<file path="src/sv/twe_pkg.sv">
// Shared types and constants for the tick wrap extender.
// No dependencies; every other file refers to it by scoped names.
package twe_pkg;

	localparam int unsigned TICK_W = 32;
	localparam int unsigned FULL_W = 64;
	localparam int unsigned STATUS_W = 2;
	localparam int unsigned APB_DATA_W = 32;
	localparam int unsigned APB_ADDR_W = 3;

	localparam logic [TICK_W-1:0] HALF_RANGE_DEF = 32'h8000_0000;

	// result status codes
	localparam logic [STATUS_W-1:0] ST_OK          = 2'd0;
	localparam logic [STATUS_W-1:0] ST_NOT_STARTED = 2'd1;
	localparam logic [STATUS_W-1:0] ST_BACK_FAR    = 2'd2;
	localparam logic [STATUS_W-1:0] ST_FWD_FAR     = 2'd3;

	// register indexes (paddr[2])
	localparam logic REG_MAX_BACKWARD = 1'b0;
	localparam logic REG_START_TICK   = 1'b1;

	typedef struct packed {
		logic [TICK_W-1:0] max_backward;
		logic              start_wr;
		logic [TICK_W-1:0] start_tick;
	} cfg_t;

endpackage

</file>
<file path="src/sv/twe_if.sv">
// Valid/ready channel interfaces for the tick input and the result output.
// Depends on twe_pkg for field widths.
interface twe_tick_if;
	logic                         valid;
	logic                         ready;
	logic [twe_pkg::TICK_W-1:0]   tick_low;

	modport source (output valid, output tick_low, input ready);
	modport sink (input valid, input tick_low, output ready);
endinterface

interface twe_result_if;
	logic                         valid;
	logic                         ready;
	logic [twe_pkg::STATUS_W-1:0] status;
	logic [twe_pkg::FULL_W-1:0]   tick_full;
	logic [twe_pkg::TICK_W-1:0]   wraps;
	logic [twe_pkg::TICK_W-1:0]   rejects;

	modport source (output valid, output status, output tick_full, output wraps,
		output rejects, input ready);
	modport sink (input valid, input status, input tick_full, input wraps,
		input rejects, output ready);
endinterface

</file>
<file path="src/sv/twe_regs.sv">
// APB-style register block: max_backward and start_tick.
// Depends on twe_pkg; hands the values and the restart strobe on as a cfg_t.
module twe_regs (
	input  logic                             clk,
	input  logic                             arst_n,
	input  logic                             psel,
	input  logic                             penable,
	input  logic                             pwrite,
	input  logic [twe_pkg::APB_ADDR_W-1:0]   paddr,
	input  logic [twe_pkg::APB_DATA_W-1:0]   pwdata,
	output logic [twe_pkg::APB_DATA_W-1:0]   prdata,
	output logic                             pready,
	output twe_pkg::cfg_t                    cfg
);

	logic [twe_pkg::TICK_W-1:0] max_backward_q;
	logic [twe_pkg::TICK_W-1:0] start_tick_q;
	logic                       wr_en;
	logic                       reg_idx;

	assign pready  = 1'b1;
	assign wr_en   = psel & penable & pwrite;
	assign reg_idx = paddr[2];

	always_ff @(posedge clk or negedge arst_n) begin
		if (!arst_n) begin
			max_backward_q <= '0;
			start_tick_q   <= '0;
		end else if (wr_en) begin
			case (reg_idx)
				twe_pkg::REG_MAX_BACKWARD: max_backward_q <= pwdata[twe_pkg::TICK_W-1:0];
				twe_pkg::REG_START_TICK:   start_tick_q   <= pwdata[twe_pkg::TICK_W-1:0];
				default: ;
			endcase
		end
	end

	always_comb begin
		case (reg_idx)
			twe_pkg::REG_MAX_BACKWARD: prdata = max_backward_q;
			twe_pkg::REG_START_TICK:   prdata = start_tick_q;
			default:                   prdata = '0;
		endcase
	end

	assign cfg.max_backward = max_backward_q;
	assign cfg.start_wr     = wr_en & (reg_idx == twe_pkg::REG_START_TICK);
	assign cfg.start_tick   = pwdata[twe_pkg::TICK_W-1:0];

endmodule

</file>
<file path="src/sv/twe_track.sv">
// Tracking state, the compare-and-update logic and the result register.
// Depends on twe_pkg and the channel interfaces in twe_if.sv.
module twe_track #(
	parameter logic [twe_pkg::TICK_W-1:0] HALF_RANGE = twe_pkg::HALF_RANGE_DEF
) (
	input  logic             clk,
	input  logic             arst_n,
	input  twe_pkg::cfg_t    cfg,
	twe_tick_if.sink         tick_in,
	twe_result_if.source     result
);

	logic                         started_q;
	logic [twe_pkg::TICK_W-1:0]   last_low_q;
	logic [twe_pkg::TICK_W-1:0]   high_word_q;
	logic [twe_pkg::TICK_W-1:0]   wrap_total_q;
	logic [twe_pkg::TICK_W-1:0]   reject_total_q;

	logic                         out_valid_q;
	logic [twe_pkg::STATUS_W-1:0] status_q;
	logic [twe_pkg::FULL_W-1:0]   tick_full_q;
	logic [twe_pkg::TICK_W-1:0]   wraps_q;
	logic [twe_pkg::TICK_W-1:0]   rejects_q;

	logic                         fire;
	logic [twe_pkg::TICK_W-1:0]   tick;
	logic [twe_pkg::TICK_W-1:0]   back;
	logic [twe_pkg::TICK_W-1:0]   fwd;
	logic                         is_back;
	logic                         is_wrap;
	logic                         back_far;
	logic                         fwd_far;
	logic                         take;
	logic [twe_pkg::STATUS_W-1:0] status_d;
	logic [twe_pkg::TICK_W-1:0]   high_word_d;
	logic [twe_pkg::TICK_W-1:0]   wrap_total_d;
	logic [twe_pkg::TICK_W-1:0]   reject_total_d;

	// accept while the result register is empty or draining this cycle
	assign tick_in.ready = ~out_valid_q | result.ready;
	assign fire          = tick_in.valid & tick_in.ready;
	assign tick          = tick_in.tick_low;

	assign is_back  = tick < last_low_q;
	assign back     = last_low_q - tick;
	assign fwd      = tick - last_low_q;
	assign is_wrap  = started_q & is_back & (back > HALF_RANGE);
	assign back_far = started_q & is_back & ~is_wrap & (back > cfg.max_backward);
	assign fwd_far  = started_q & ~is_back & (fwd > HALF_RANGE);

	always_comb begin
		if (!started_q)
			status_d = twe_pkg::ST_NOT_STARTED;
		else if (back_far)
			status_d = twe_pkg::ST_BACK_FAR;
		else if (fwd_far)
			status_d = twe_pkg::ST_FWD_FAR;
		else
			status_d = twe_pkg::ST_OK;
	end

	assign take           = status_d == twe_pkg::ST_OK;
	assign high_word_d    = high_word_q + {{(twe_pkg::TICK_W-1){1'b0}}, is_wrap};
	assign wrap_total_d   = wrap_total_q + {{(twe_pkg::TICK_W-1){1'b0}}, is_wrap};
	assign reject_total_d = reject_total_q
		+ {{(twe_pkg::TICK_W-1){1'b0}}, back_far | fwd_far};

	always_ff @(posedge clk or negedge arst_n) begin
		if (!arst_n) begin
			started_q      <= 1'b0;
			last_low_q     <= '0;
			high_word_q    <= '0;
			wrap_total_q   <= '0;
			reject_total_q <= '0;
		end else if (cfg.start_wr) begin
			// restart tracking from the written tick
			started_q      <= 1'b1;
			last_low_q     <= cfg.start_tick;
			high_word_q    <= '0;
			wrap_total_q   <= '0;
			reject_total_q <= '0;
		end else if (fire) begin
			high_word_q    <= high_word_d;
			wrap_total_q   <= wrap_total_d;
			reject_total_q <= reject_total_d;
			if (take)
				last_low_q <= tick;
		end
	end

	always_ff @(posedge clk or negedge arst_n) begin
		if (!arst_n)
			out_valid_q <= 1'b0;
		else if (fire)
			out_valid_q <= 1'b1;
		else if (result.ready)
			out_valid_q <= 1'b0;
	end

	always_ff @(posedge clk) begin
		if (fire) begin
			status_q    <= status_d;
			tick_full_q <= take ? {high_word_d, tick} : '0;
			wraps_q     <= wrap_total_d;
			rejects_q   <= reject_total_d;
		end
	end

	assign result.valid     = out_valid_q;
	assign result.status    = status_q;
	assign result.tick_full = tick_full_q;
	assign result.wraps     = wraps_q;
	assign result.rejects   = rejects_q;

endmodule

</file>
<file path="src/sv/tick_wrap_extender_core.sv">
// Tick wrap extender: takes one raw 32-bit tick per word and returns its 64-bit
// extension with a status code and the running wrap and reject counts. The
// compare against the last tick and the counter update fit in one pass between the
// input and the result register, so a new word is taken every cycle unless a
// stalled result blocks the input, and its result appears in the next cycle. Words
// arriving before start_tick is first written come back as not started.
// Depends on twe_pkg, twe_if.sv, twe_regs and twe_track.
module tick_wrap_extender_core #(
	parameter logic [twe_pkg::TICK_W-1:0] HALF_RANGE = twe_pkg::HALF_RANGE_DEF
) (
	input  logic                             clk,
	input  logic                             arst_n,
	input  logic                             psel,
	input  logic                             penable,
	input  logic                             pwrite,
	input  logic [twe_pkg::APB_ADDR_W-1:0]   paddr,
	input  logic [twe_pkg::APB_DATA_W-1:0]   pwdata,
	output logic [twe_pkg::APB_DATA_W-1:0]   prdata,
	output logic                             pready,
	twe_tick_if.sink                         tick_in,
	twe_result_if.source                     result
);

	twe_pkg::cfg_t cfg;

	twe_regs u_regs (
		.clk     (clk),
		.arst_n  (arst_n),
		.psel    (psel),
		.penable (penable),
		.pwrite  (pwrite),
		.paddr   (paddr),
		.pwdata  (pwdata),
		.prdata  (prdata),
		.pready  (pready),
		.cfg     (cfg)
	);

	twe_track #(
		.HALF_RANGE (HALF_RANGE)
	) u_track (
		.clk     (clk),
		.arst_n  (arst_n),
		.cfg     (cfg),
		.tick_in (tick_in),
		.result  (result)
	);

`ifndef SYNTHESIS
	// a rejected or early word never carries an extended tick
	a_reject_zero: assert property (@(posedge clk) disable iff (!arst_n)
		result.valid && (result.status != twe_pkg::ST_OK) |-> result.tick_full == '0)
		else $error("rejected word with nonzero tick_full");

	// a stalled full result register blocks the input
	a_stall_blocks: assert property (@(posedge clk) disable iff (!arst_n)
		result.valid && !result.ready |-> !tick_in.ready)
		else $error("input taken while result stalled");

	// every accepted word yields a result in the next cycle
	a_one_cycle: assert property (@(posedge clk) disable iff (!arst_n)
		tick_in.valid && tick_in.ready |=> result.valid)
		else $error("accepted word gave no result");
`endif

endmodule

</file>
<file path="src/flat_wrapper.sv">
// flat-port wrapper written by rule: the top's interface ports become plain ports
module tick_wrap_extender_core_flat 
#(
	parameter logic [twe_pkg::TICK_W-1:0] HALF_RANGE = twe_pkg::HALF_RANGE_DEF
)
  (clk, arst_n, psel, penable, pwrite, paddr, pwdata, prdata, pready, tick_in_valid, tick_in_tick_low, tick_in_ready, result_valid, result_status, result_tick_full, result_wraps, result_rejects, result_ready);
  twe_tick_if tick_in_i ();
  twe_result_if result_i ();
  input  logic clk;
  input  logic arst_n;
  input  logic psel;
  input  logic penable;
  input  logic pwrite;
  input  logic [twe_pkg::APB_ADDR_W-1:0] paddr;
  input  logic [twe_pkg::APB_DATA_W-1:0] pwdata;
  output logic [twe_pkg::APB_DATA_W-1:0] prdata;
  output logic pready;
  input wire logic [$bits(tick_in_i.valid)-1:0] tick_in_valid;
  input wire logic [$bits(tick_in_i.tick_low)-1:0] tick_in_tick_low;
  output wire logic [$bits(tick_in_i.ready)-1:0] tick_in_ready;
  output wire logic [$bits(result_i.valid)-1:0] result_valid;
  output wire logic [$bits(result_i.status)-1:0] result_status;
  output wire logic [$bits(result_i.tick_full)-1:0] result_tick_full;
  output wire logic [$bits(result_i.wraps)-1:0] result_wraps;
  output wire logic [$bits(result_i.rejects)-1:0] result_rejects;
  input wire logic [$bits(result_i.ready)-1:0] result_ready;
  assign tick_in_i.valid = tick_in_valid;
  assign tick_in_i.tick_low = tick_in_tick_low;
  assign tick_in_ready = tick_in_i.ready;
  assign result_valid = result_i.valid;
  assign result_status = result_i.status;
  assign result_tick_full = result_i.tick_full;
  assign result_wraps = result_i.wraps;
  assign result_rejects = result_i.rejects;
  assign result_i.ready = result_ready;
  tick_wrap_extender_core #(.HALF_RANGE(HALF_RANGE)) u_core (.clk(clk), .arst_n(arst_n), .psel(psel), .penable(penable), .pwrite(pwrite), .paddr(paddr), .pwdata(pwdata), .prdata(prdata), .pready(pready), .tick_in(tick_in_i), .result(result_i));
endmodule
</file>
<file path="config.mk">
export PLATFORM = sky130hd
export DESIGN_NAME = tick_wrap_extender_core_flat
export DESIGN_NICKNAME = d
export VERILOG_FILES = /design/src/sv/twe_pkg.sv /design/src/sv/twe_if.sv /design/src/sv/twe_regs.sv /design/src/sv/twe_track.sv /design/src/sv/tick_wrap_extender_core.sv /design/src/flat_wrapper.sv
export SDC_FILE = /design/constraint.sdc
export NUM_CORES = 1
export LEC_CHECK = 0
export BUFFER_PORTS_ARGS = -buffer_cell sky130_fd_sc_hd__buf_4
export CAP_MARGIN = 20
export CORE_MARGIN = 2
export CORE_UTILIZATION = 29
export DETAILED_ROUTE_END_ITERATION = 10
export REMOVE_ABC_BUFFERS = 1
export SYNTH_ARGS = -nofsm -noshare
export SYNTH_HDL_FRONTEND = slang
export SYNTH_SLANG_ARGS = --single-unit
</file>
<file path="constraint.sdc">
create_clock -name clk -period 6.6 [get_ports clk]
set_input_delay 1.65 -clock clk [delete_from_list [all_inputs] [get_ports clk]]
set_output_delay 1.65 -clock clk [all_outputs]
set_load 0.02 [all_outputs]
</file>
# Word level (Yosys, flattened, before mapping)
# Cells that the tools add are included.
dict set report totals {
  regBits 324
  inputBits 74
  out_inout_bits 165
  wordCells 59
}
dict set report classes {
  addsub 5
  n_lt_le_gt_ge 4
  mux 15
  bitwise_logic 16
  n_reduce_logical 7
}
# operator count
set op_table {}
lappend op_table {{32-bit two-way mux} 9}
lappend op_table {{32-bit by 1-bit adder with 32-bit output} 3}
lappend op_table {{32-bit > comparator (second input constant)} 2}
lappend op_table {{32-bit one-hot mux with 2 select lines} 1}
lappend op_table {{32-bit subtractor} 2}
lappend op_table {{32-bit > comparator} 1}
lappend op_table {{32-bit < comparator} 1}
lappend op_table {{1-bit bitwise AND} 10}
lappend op_table {{2-bit two-way mux} 3}
lappend op_table {{2-bit AND reduction} 3}
lappend op_table {{2-bit nonzero test} 3}
lappend op_table {{1-bit NOT} 4}
lappend op_table {{2-bit logical NOT} 1}
lappend op_table {{1-bit two-way mux} 2}
lappend op_table {{1-bit OR} 2}

# Logic depth before layout (Yosys ltp)
# Gate-level depths: netlist (run 1).
dict set report logic_depth {
  depth_word 12
  depth_mapped 34
  depth_no_buf 34
}

# Cells and area by module
# Synthesis (run 1) repeated with hierarchy kept, for this count alone.
dict set report hier_totals {
  hier_cells 2071
  hier_area_um2 20233.2
}
# module instances cells_per_inst area_each_um2 seq_area_each_um2
set by_module_without_submodules {}
lappend by_module_without_submodules {twe_track 1 1864 17043.8 7156.9}
lappend by_module_without_submodules {twe_regs 1 207 3189.3 1601.5}

# Worst setup path after synthesis (run 1)
# No wires, ideal clock.
dict set report synth_timing {
  kind {input-to-reg}
  start {input port tick_in_tick_low[16]}
  end {register u_core.u_track.reject_total_q[31] (netlist bit)}
  setup_time_ns 0.078
  arrival_ns 8.177
  required_ns 6.522
  slack_ns -1.655
  stages 30
  n_path_buf 1
  cell_sequence {inv_1 -> ha_1 -> clkbuf_1 -> a21oi_1 -> o21ai_1 -> a211o_1 -> a221o_1 -> o21ai_0 -> nand2_1 -> o311ai_0 -> ha_1 -> nand2_1 -> or3_1 -> nor4_1 -> a211oi_1 -> a211oi_1 -> nand2_1 -> o21ai_0 -> ha_1 -> nand2_1 -> nor3_1 -> nand3_1 -> or2_2 -> nor2_1 -> nand3_1 -> or2_2 -> nor2_1 -> nand3_1 -> or4_1 -> a21oi_1}
}
dict set report synth_between {
  elab_chain_len 10
  word_cells_on_any_way 18
  classes_between {3 x add/sub; 4 x order compare; 2 x mux; 9 x bitwise}
}
# element line
set synth_rtl {}
lappend synth_rtl {{from (decl)} flat_wrapper.sv:19} ;# input wire logic [$bits(tick_in_i.tick_low)-1:0] tick_in_tick_low;
lappend synth_rtl {{32-bit subtractor / 32-bit < comparator (equally long branches)} {twe_track.sv:45, twe_track.sv:44}}
lappend synth_rtl {{32-bit > comparator / 1-bit bitwise AND (equally long branches)} {twe_track.sv:47, twe_track.sv:48}}
lappend synth_rtl {{1-bit bitwise AND} twe_track.sv:47} ;# assign is_wrap = started_q & is_back & (back > HALF_RANGE);
lappend synth_rtl {{1-bit NOT} twe_track.sv:48} ;# assign back_far = started_q & is_back & ~is_wrap & (back > cfg.max_backward);
lappend synth_rtl {{1-bit bitwise AND (2 in series)} twe_track.sv:48}
lappend synth_rtl {{1-bit OR *} twe_track.sv:66} ;# + {{(twe_pkg::TICK_W-1){1'b0}}, back_far | fwd_far};
lappend synth_rtl {{32-bit by 1-bit adder with 32-bit output *} twe_track.sv:66}
lappend synth_rtl {{32-bit two-way mux *} twe_track.sv:82} ;# end else if (fire) begin
lappend synth_rtl {{32-bit two-way mux *} twe_track.sv:75} ;# end else if (cfg.start_wr) begin
lappend synth_rtl {{to (signal assigned)} twe_track.sv:85} ;# reject_total_q <= reject_total_d;
lappend synth_rtl {{to (decl)} twe_track.sv:17} ;# logic [twe_pkg::TICK_W-1:0] reject_total_q;
# Mark *: on every way between the ends. The rest lies on a longest branch, timed or not. The select of a mux whose other input is x is not followed.
# A chain may end at the register's enable or synchronous reset.

# Worst setup path after layout (run 1)
dict set report layout_timing {
  start {input port tick_in_tick_low[0]}
  end {register u_core.u_track.reject_total_q[28] (netlist bit)}
}
# Same word-level chain as after synthesis.

==> impl_metrics.sql, run 1 <==
INSERT INTO impl_metrics (metric_group, metric, value, unit) VALUES
('drt', 'drt_iter0_markers', '1194', ''),
('clocking', 'clkTransAtPathRegs', '60', 'ps'),
('finish', 'most-common-layout-cells', 'sky130_fd_sc_hd__buf_4 (739), sky130_fd_sc_hd__nand2_1 (272), sky130_fd_sc_hd__nor2_1 (233)', ''),
('placement', 'place_worst_setup_slack', '-2250', 'ps'),
('sta', 'layout_worst_path_cycle_share', '109', '%'),
('synth', 'synth_area_per_cell', '9.30', 'µm²'),
('global_routing', 'grt_antenna_before_repair', '0', ''),
('sta', 'tightest_slew', '961', 'ps'),
('synth', 'synthArstFlopShare', '59.9', '%'),
('worst_hold_path', 'hold_class', 'reg -> reg', ''),
('clocking', 'cts_tree', 'yes', ''),
('finish', 'number_of_nets_in_the_final_layout', '2987', ''),
('finish', 'final_core_util', '42.1', '%'),
('pwr', 'power-per-cell-area', '434', 'mW/mm²'),
('pwr', 'seq_power_share', '21.9', '%'),
('setup_path', 'critical_path_s_largest_stage_delay', '400', 'ps'),
('setup_path', 'critical-path-top-cell-by-count', 'sky130_fd_sc_hd__and3_4', ''),
('global_routing', 'global_route_wire_length_before_repair', '102000', 'µm'),
('finish', 'post_route_cells_drive_above_1_share', '35.9', '%'),
('clocking', 'clockRootBuffer', 'sky130_fd_sc_hd__clkbuf_16', ''),
('finish', 'number_of_diodes_added_for_antenna_fixing', '0', ''),
('outcome', 'status', 'finished, violations left', ''),
('sta', 'fin_crit', '7170', 'ps'),
('sta', 'timing.final.hold_violations', '0', ''),
('setup_path', 'critPathSlowestCell', 'sky130_fd_sc_hd__or3_4', ''),
('setup_path', 'setup.worst_path.class', 'in -> reg', ''),
('die', 'placement_rows', '95', ''),
('drt', 'wire_per_inst', '17.7', 'µm'),
('placement', 'placement.io_buffers', '235', ''),
('clocking', 'ctsLongestPathBuffers', '3', ''),
('clocking', 'cts_hold_buf', '0', ''),
('synth', 'synthesis_stage_register_bit_count', '324', ''),
('global_routing', 'grt_start_max_net_pins', '107', ''),
('die', 'die_area', '0.0694', 'mm²'),
('clocking', 'clk-insertion-delay-late', '580', 'ps'),
('setup_path', 'critPathMaxFanout', '5', ''),
('setup_path', 'critPathArrivalTime', '7670', 'ps'),
('synth', 'ys.warnings.count', '0', ''),
('synth', 'post_synth_instance_area', '0.0195', 'mm²'),
('pwr', 'comb_power_share', '59.5', '%'),
('sta', 'slew_headroom', '36.0', '%'),
('sta', 'post-route-worst-setup-slack', '-571', 'ps'),
('clocking', 'cts_made_buffers', '40', ''),
('synth', 'syn-instance-count', '2098', ''),
('sta', 'grt_setup_unrepaired', 'true', ''),
('sta', 'finalSetupViolCount', '21', ''),
('pwr', 'intPower', '7.28', 'mW'),
('die', 'initial_core_util', '29.1', '%'),
('clocking', 'htreeDepth', '2', ''),
('pwr', 'power.leakage', '12.9', 'nW'),
('drt', 'drt_pass1_iterations', '7', ''),
('synth', 'synth.yosys.seq_area_share', '44.9', '%'),
('clocking', 'cts.sink_count', '324', ''),
('placement', 'routabilityCongestion', '0.932', ''),
('synth', 'synth_ff_type', 'sky130_fd_sc_hd__dfrtp_1', ''),
('global_routing', 'grt-ovfl-total', '0', ''),
('setup_path', 'worstSetupStartpointType', 'primary input', ''),
('outcome', 'violations', 'negative setup slack', ''),
('pwr', 'power.clock.fraction', '18.6', '%'),
('setup_path', 'critPathCaptureType', 'flop', ''),
('pwr', 'p_sw', '4.96', 'mW'),
('die', 'core_area', '0.0669', 'mm²'),
('sta', 'slew_violations', '0', ''),
('global_routing', 'global_route.usage.total', '18.5', '%'),
('pwr', 'worst_ir_drop_vdd', '0.000244', 'V'),
('setup_path', 'cp_data_required_time', '7100', 'ps'),
('die', 'die_height', '263', 'µm'),
('drt', 'wl', '65600', 'µm'),
('die', 'floorplan.die.width', '263', 'µm'),
('run', 'max_cap_violations', '0', ''),
('drt', 'drt-vias-per-instance', '4.79', ''),
('drt', 'detailroute.via_count', '17794', ''),
('placement', 'dpl_hpwl', '50000', 'µm'),
('synth', 'synth.distinct_cells', '81', ''),
('finish', 'commonest_non_fill_non_tap_cell_in_the_layout', 'sky130_fd_sc_hd__buf_4', ''),
('synth', 'number_of_enable_flip_flop_cells_after_synthesis', '130', ''),
('sta', 'achievable-frequency', '139', 'MHz'),
('finish', 'area_added_between_synthesis_and_finish', '44.6', '%'),
('drt', 'final_antenna_net_count', '0', ''),
('die', 'ios', '239', ''),
('drt', 'route.detailed.drc', '0', ''),
('sta', 'finClkSkew', '20.3', 'ps'),
('global_routing', 'grt_pass1_vias', '18204', ''),
('sta', 'fin_hold_ws', '470', 'ps'),
('pwr', 'p_sw_share', '40.5', '%');
==> critical path: cells and delay by family <==
family                   cells  cell delay [ps]
AND/OR/NAND/NOR             15             3040
AO/OA/AOI/OAI                8             1540
adder cells (fa/ha/maj)      5             1050
buffers and inverters        4              390
==> final cells by class <==
| class | count | area (µm²) |
|---|---|---|
| inverter | 108 | 413 |
| multi-input combinational | 1571 | 10700 |
| tap | 873 | 1090 |
| fill | 6570 | 38700 |
| clock buffer | 49 | 1080 |
| sequential | 324 | 8760 |
| clock inverter | 25 | 289 |
| timing repair buffer | 765 | 5890 |
==> registers in the layout, indices dropped and copies added (netlist names) <==
signal	cells
u_core.u_regs.max_backward_q	32
u_core.u_regs.start_tick_q	32
u_core.u_track.high_word_q	32
u_core.u_track.last_low_q	32
u_core.u_track.reject_total_q	32
u_core.u_track.result.rejects	32
u_core.u_track.result.status	2
u_core.u_track.result.tick_full	64
u_core.u_track.result.valid	1
u_core.u_track.result.wraps	32
u_core.u_track.started_q	1
u_core.u_track.wrap_total_q	32
==> stage by stage <==
| step | power [mW] | std cells | setup TNS [ps] | area (µm²) |
|---|---|---|---|---|
| after floorplan | 5.90 | 2003 | -65730 | 19000 |
| after global placement | 9.39 | 3602 | -130910 | 25600 |
| after detailed placement | 9.44 | 3602 | -150590 | 25600 |
| after CTS | 12.0 | 3696 | -5120 | 27500 |
| after global routing | 13.1 | 3715 | -13760 | 28200 |
| final | 12.2 | 3715 | -7130 | 28200 |
==> power by group through the flow <==
stage          clock [mW]  sequential [mW]  combinational, mW
4_1_cts              2.35             2.67               6.99
3_5_place_dp            0             2.70               6.74
5_1_grt              2.43             2.72               7.92
6_report             2.28             2.68               7.28
3_3_place_gp            0             2.69               6.70
2_1_floorplan           0             2.82               3.08
==> synthesized netlist by cell type (all sizes together), types with 5 or more instances <==
| master | count | area share [%] |
|---|---|---|
| clkbuf | 68 | 1.5 |
| o21a | 12 | 0.46 |
| mux2i | 36 | 1.8 |
| or3 | 44 | 1.4 |
| or2 | 9 | 0.29 |
| nand4 | 36 | 1.2 |
| a21oi | 161 | 4.1 |
| nand3 | 55 | 1.4 |
| inv | 108 | 2.1 |
| and3 | 28 | 0.90 |
| nor4 | 15 | 0.51 |
| o21ai | 126 | 3.2 |
| nor3 | 29 | 0.74 |
| and2 | 15 | 0.48 |
| dfrtp | 194 | 25 |
| a31oi | 5 | 0.16 |
| ha | 101 | 6.5 |
| a211o | 5 | 0.22 |
| a2111o | 5 | 0.29 |
| nor2 | 246 | 4.7 |
| a21o | 22 | 0.86 |
| mux2 | 35 | 2.0 |
| xnor2 | 85 | 3.8 |
| buf | 23 | 1.1 |
| nand2 | 283 | 5.4 |
| edfxtp | 130 | 20 |
| nor2b | 6 | 0.19 |
| o21bai | 5 | 0.19 |
| xor2 | 105 | 4.7 |
| a211oi | 17 | 0.72 |
| nand2b | 5 | 0.16 |
| o31ai | 6 | 0.26 |
==> cells by family after synthesis <==
group / synth area share, %
adder cells (fa/ha/maj): 6.68
XOR/XNOR: 8.53
multiplexers: 3.87
AO/OA/AOI/OAI: 12.7
buffers and inverters: 4.85
AND/OR/NAND/NOR: 18.4
flip-flops: 44.9
other: 0.0192
==> final timing paths <==
check	endpoint	depth (start not counted)	slack [ps]	from
worst max-delay path	u_core.u_track.reject_total_q[28]	32	-570	tick_in_tick_low[0]
worst min-delay path	u_core.u_regs.start_tick_q[0]	2	470	u_core.u_regs.start_tick_q[0]
worst max register to register	u_core.u_track.reject_total_q[28]	32	90	u_core.u_track.last_low_q[0]
worst min register to register	u_core.u_regs.start_tick_q[0]	2	470	u_core.u_regs.start_tick_q[0]
max in group asynchronous	u_core.u_track.reject_total_q[18]	2	4070	arst_n
min in group asynchronous	u_core.u_track.last_low_q[17]	1	1140	arst_n
==> layer usage <==
metal / global-route usage (%) / vias up / part of all wire, %
li1: - / 8710 / -
met1: 23.3 / 8616 / 44
met2: 32.8 / 387 / 50
met3: 2.71 / 81 / 4.0
met4: 5.37 / 0 / 2.4
met5: 0 / - / 0
==> timing repair <==
item                       CTS  global route
gates cloned                 0             0
buffers inserted            20            24
gates resized for setup     93           116
pin swaps                   32            44
setup endpoints to repair  116           100
(Power assumes the default switching activity.)
==> run 2, diff against run 1 <==
Settings changed: CTS_CLUSTER_SIZE set to 16.
Clock period 6.6 ns to 8.73 ns, I/O delays scaled along.
==> run 2 against run 1 <==
  * The flow now finishes without violations
  * Sequential power is 25% lower
  * First-iteration DRC count is 12% lower
  * Combinational power is 39% lower
  * Setup slack better by 1000 ps
==> impl_metrics.sql, run 2 (synthesized netlist as in run 1, its figures left out) <==
INSERT INTO impl_metrics (metric_group, metric, value, unit) VALUES
('placement', 'dpl_hpwl', '46600', 'µm'),
('drt', 'drt_pass1_iterations', '6', ''),
('finish', 'area_added_between_synthesis_and_finish', '30.3', '%'),
('clocking', 'cts_tree', 'yes', ''),
('die', 'floorplan.die.width', '263', 'µm'),
('placement', 'post-place-cells', '3405', ''),
('setup_path', 'setup.worst_path.class', 'in -> reg', ''),
('clocking', 'cts_hold_buf', '0', ''),
('pwr', 'power.leakage', '11.6', 'nW'),
('sta', 'timing.final.hold_violations', '0', ''),
('finish', 'most-common-layout-cells', 'sky130_fd_sc_hd__buf_4 (527), sky130_fd_sc_hd__nand2_1 (282), sky130_fd_sc_hd__nor2_1 (245)', ''),
('setup_path', 'critical_path_s_largest_stage_delay', '490', 'ps'),
('finish', 'number_of_diodes_added_for_antenna_fixing', '0', ''),
('setup_path', 'critPathArrivalTime', '8730', 'ps'),
('clocking', 'htreeDepth', '2', ''),
('pwr', 'intPower', '4.73', 'mW'),
('sta', 'finClkSkew', '18.4', 'ps'),
('drt', 'dr_wl_met2', '29400', 'µm'),
('die', 'ios', '239', ''),
('pwr', 'worst_ir_drop_vdd', '0.000196', 'V'),
('clocking', 'ctsLongestPathBuffers', '3', ''),
('global_routing', 'grt_pass1_vias', '17163', ''),
('die', 'die_area', '0.0694', 'mm²'),
('clocking', 'clockRootBuffer', 'sky130_fd_sc_hd__clkbuf_16', ''),
('sta', 'grt_setup_unrepaired', 'false', ''),
('sta', 'fin_crit', '8270', 'ps'),
('placement', 'placement.io_buffers', '235', ''),
('clocking', 'clkTransAtPathRegs', '60', 'ps'),
('clocking', 'post_cts.repair.setup_buffers', '0', ''),
('sta', 'slew_headroom', '30.9', '%'),
('finish', 'fill_cells', '6667', ''),
('placement', 'routabilityCongestion', '0.948', ''),
('setup_path', 'cp_num_buf_inv', '5', ''),
('global_routing', 'grt_antenna_before_repair', '1', ''),
('pwr', 'power-per-cell-area', '318', 'mW/mm²'),
('outcome', 'status', 'complete, no violations', ''),
('sta', 'layout_worst_path_cycle_share', '94.7', '%'),
('drt', 'drt-vias-per-instance', '4.86', ''),
('setup_path', 'critPathMaxFanout', '4', ''),
('finish', 'commonest_non_fill_non_tap_cell_in_the_layout', 'sky130_fd_sc_hd__buf_4', ''),
('drt', 'route.detailed.drc', '0', ''),
('clocking', 'cts_made_buffers', '40', ''),
('pwr', 'power.clock.fraction', '20.0', '%'),
('die', 'placement_rows', '95', ''),
('clocking', 'clk-insertion-delay-late', '550', 'ps'),
('drt', 'met3_wirelength', '2590', 'µm'),
('drt', 'detailroute.via_count', '16893', ''),
('sta', 'tightest_slew', '1040', 'ps'),
('die', 'die_height', '263', 'µm'),
('setup_path', 'critPathSlowestCell', 'sky130_fd_sc_hd__or4_1', ''),
('pwr', 'p_sw_share', '41.5', '%'),
('sta', 'timing.setup.tns', '0', 'ps'),
('die', 'core_area', '0.0669', 'mm²'),
('pwr', 'comb_power_share', '55.0', '%'),
('sta', 'slew_violations', '0', ''),
('drt', 'wl', '60900', 'µm'),
('global_routing', 'global_route.usage.total', '17.2', '%'),
('setup_path', 'critPathCaptureType', 'flop', ''),
('drt', 'wire_per_inst', '17.5', 'µm'),
('clocking', 'cts.sink_count', '324', ''),
('global_routing', 'grt-ovfl-total', '0', ''),
('setup_path', 'worstSetupStartpointType', 'primary input', ''),
('drt', 'final_antenna_net_count', '0', ''),
('global_routing', 'grt_start_max_net_pins', '97', ''),
('global_routing', 'global_route_wire_length_before_repair', '95000', 'µm'),
('drt', 'top_signal_layer_used', 'met5', ''),
('finish', 'layout.cells.non_filler', '3478', ''),
('finish', 'number_of_nets_in_the_final_layout', '2751', ''),
('run', 'max_cap_violations', '0', ''),
('setup_path', 'cp_data_required_time', '9200', 'ps'),
('pwr', 'p_sw', '3.36', 'mW'),
('finish', 'largest_register_ff_count', '64', ''),
('die', 'initial_core_util', '29.1', '%'),
('finish', 'post_route_cells_drive_above_1_share', '25.8', '%'),
('sta', 'finalSetupViolCount', '0', ''),
('drt', 'routedLengthMet1', '27000', 'µm'),
('setup_path', 'timing.critical_path.max_delay_family', 'simple AND/OR/NAND/NOR gates', ''),
('pwr', 'seq_power_share', '25.0', '%'),
('drt', 'drt_iter0_markers', '1047', ''),
('sta', 'achievable-frequency', '121', 'MHz'),
('finish', 'stdcell_area', '0.0254', 'mm²'),
('worst_hold_path', 'hold_class', 'reg -> reg', ''),
('placement', 'placed_cell_area', '0.0241', 'mm²');
-- run 2: cell types whose count changed in the layout (fill, tap and decap cells not counted), sizes merged --
cell | previous run | this run
bufinv | 4 | 2
clkbuf | 50 | 49
clkinv | 16 | 17
clkinvlp | 3 | 4
buf | 764 | 528
-- run 2: tightest hold or removal path, stage by stage, from the launching register on --
cell and delay (ps):
sky130_fd_sc_hd__dfrtp_1 340, sky130_fd_sc_hd__nand2_1 50, sky130_fd_sc_hd__nand2_1 50
-- run 2: layer usage --
metal / up-vias / global-route usage (%)
met5: - / 0
met4: 2 / 5.41
met3: 100 / 2.73
met2: 402 / 30.0
met1: 8138 / 21.8
li1: 8251 / -
-- run 2: metrics by stage --
stage | util, % | hold WS, ps | setup slack, ps | power [mW]
final | 38.0 | 471 | 465 | 8.09
after global routing | 38.0 | 494 | 30.2 | 8.67
after CTS | 37.9 | 475 | 17.1 | 8.13
after detailed placement | 36.0 | 462 | -742 | 6.45
after global placement | 36.0 | 452 | -645 | 6.39
after floorplan | - | 440 | -150 | 4.46
-- run 2: power groups by stage --
stage	sequential [mW]	combinational (mW)	clock, mW
after floorplan	2.13	2.33	0
after global placement	2.04	4.35	0
after detailed placement	2.05	4.40	0
after CTS	2.03	4.43	1.68
after global routing	2.05	4.87	1.74
final	2.02	4.44	1.62
-- run 2: repair_timing --
action / in CTS / in global routing
setup endpoints to repair: 3 / 12
pin swaps: 0 / 1
resized for setup: 4 / 17
-- run 2: worst paths after layout --
path / startpoint / to / slack, ps / cells after the start
max: tick_in_tick_low[0] / u_core.u_track.reject_total_q[31] / 460 / 33
min in group asynchronous: arst_n / u_core.u_regs.start_tick_q[17] / 1710 / 1
min reg2reg: u_core.u_regs.start_tick_q[11] / u_core.u_regs.start_tick_q[11] / 470 / 2
max in group asynchronous: arst_n / u_core.u_regs.max_backward_q[0] / 5610 / 2
min: u_core.u_regs.start_tick_q[11] / u_core.u_regs.start_tick_q[11] / 470 / 2
max reg2reg: u_core.u_track.last_low_q[0] / u_core.u_track.reject_total_q[31] / 1750 / 33
-- run 2: area by class of cell --
type	count	area [µm²]	share of cell area, %
Inverter	108	410	1.61
Clock buffer	48	1070	4.21
Multi-Input combinational cell	1571	9890	38.9
Sequential cell	324	8760	34.5
Timing Repair Buffer	529	3990	15.7
Clock inverter	25	210	0.827
Tap cell	873	1090	4.30
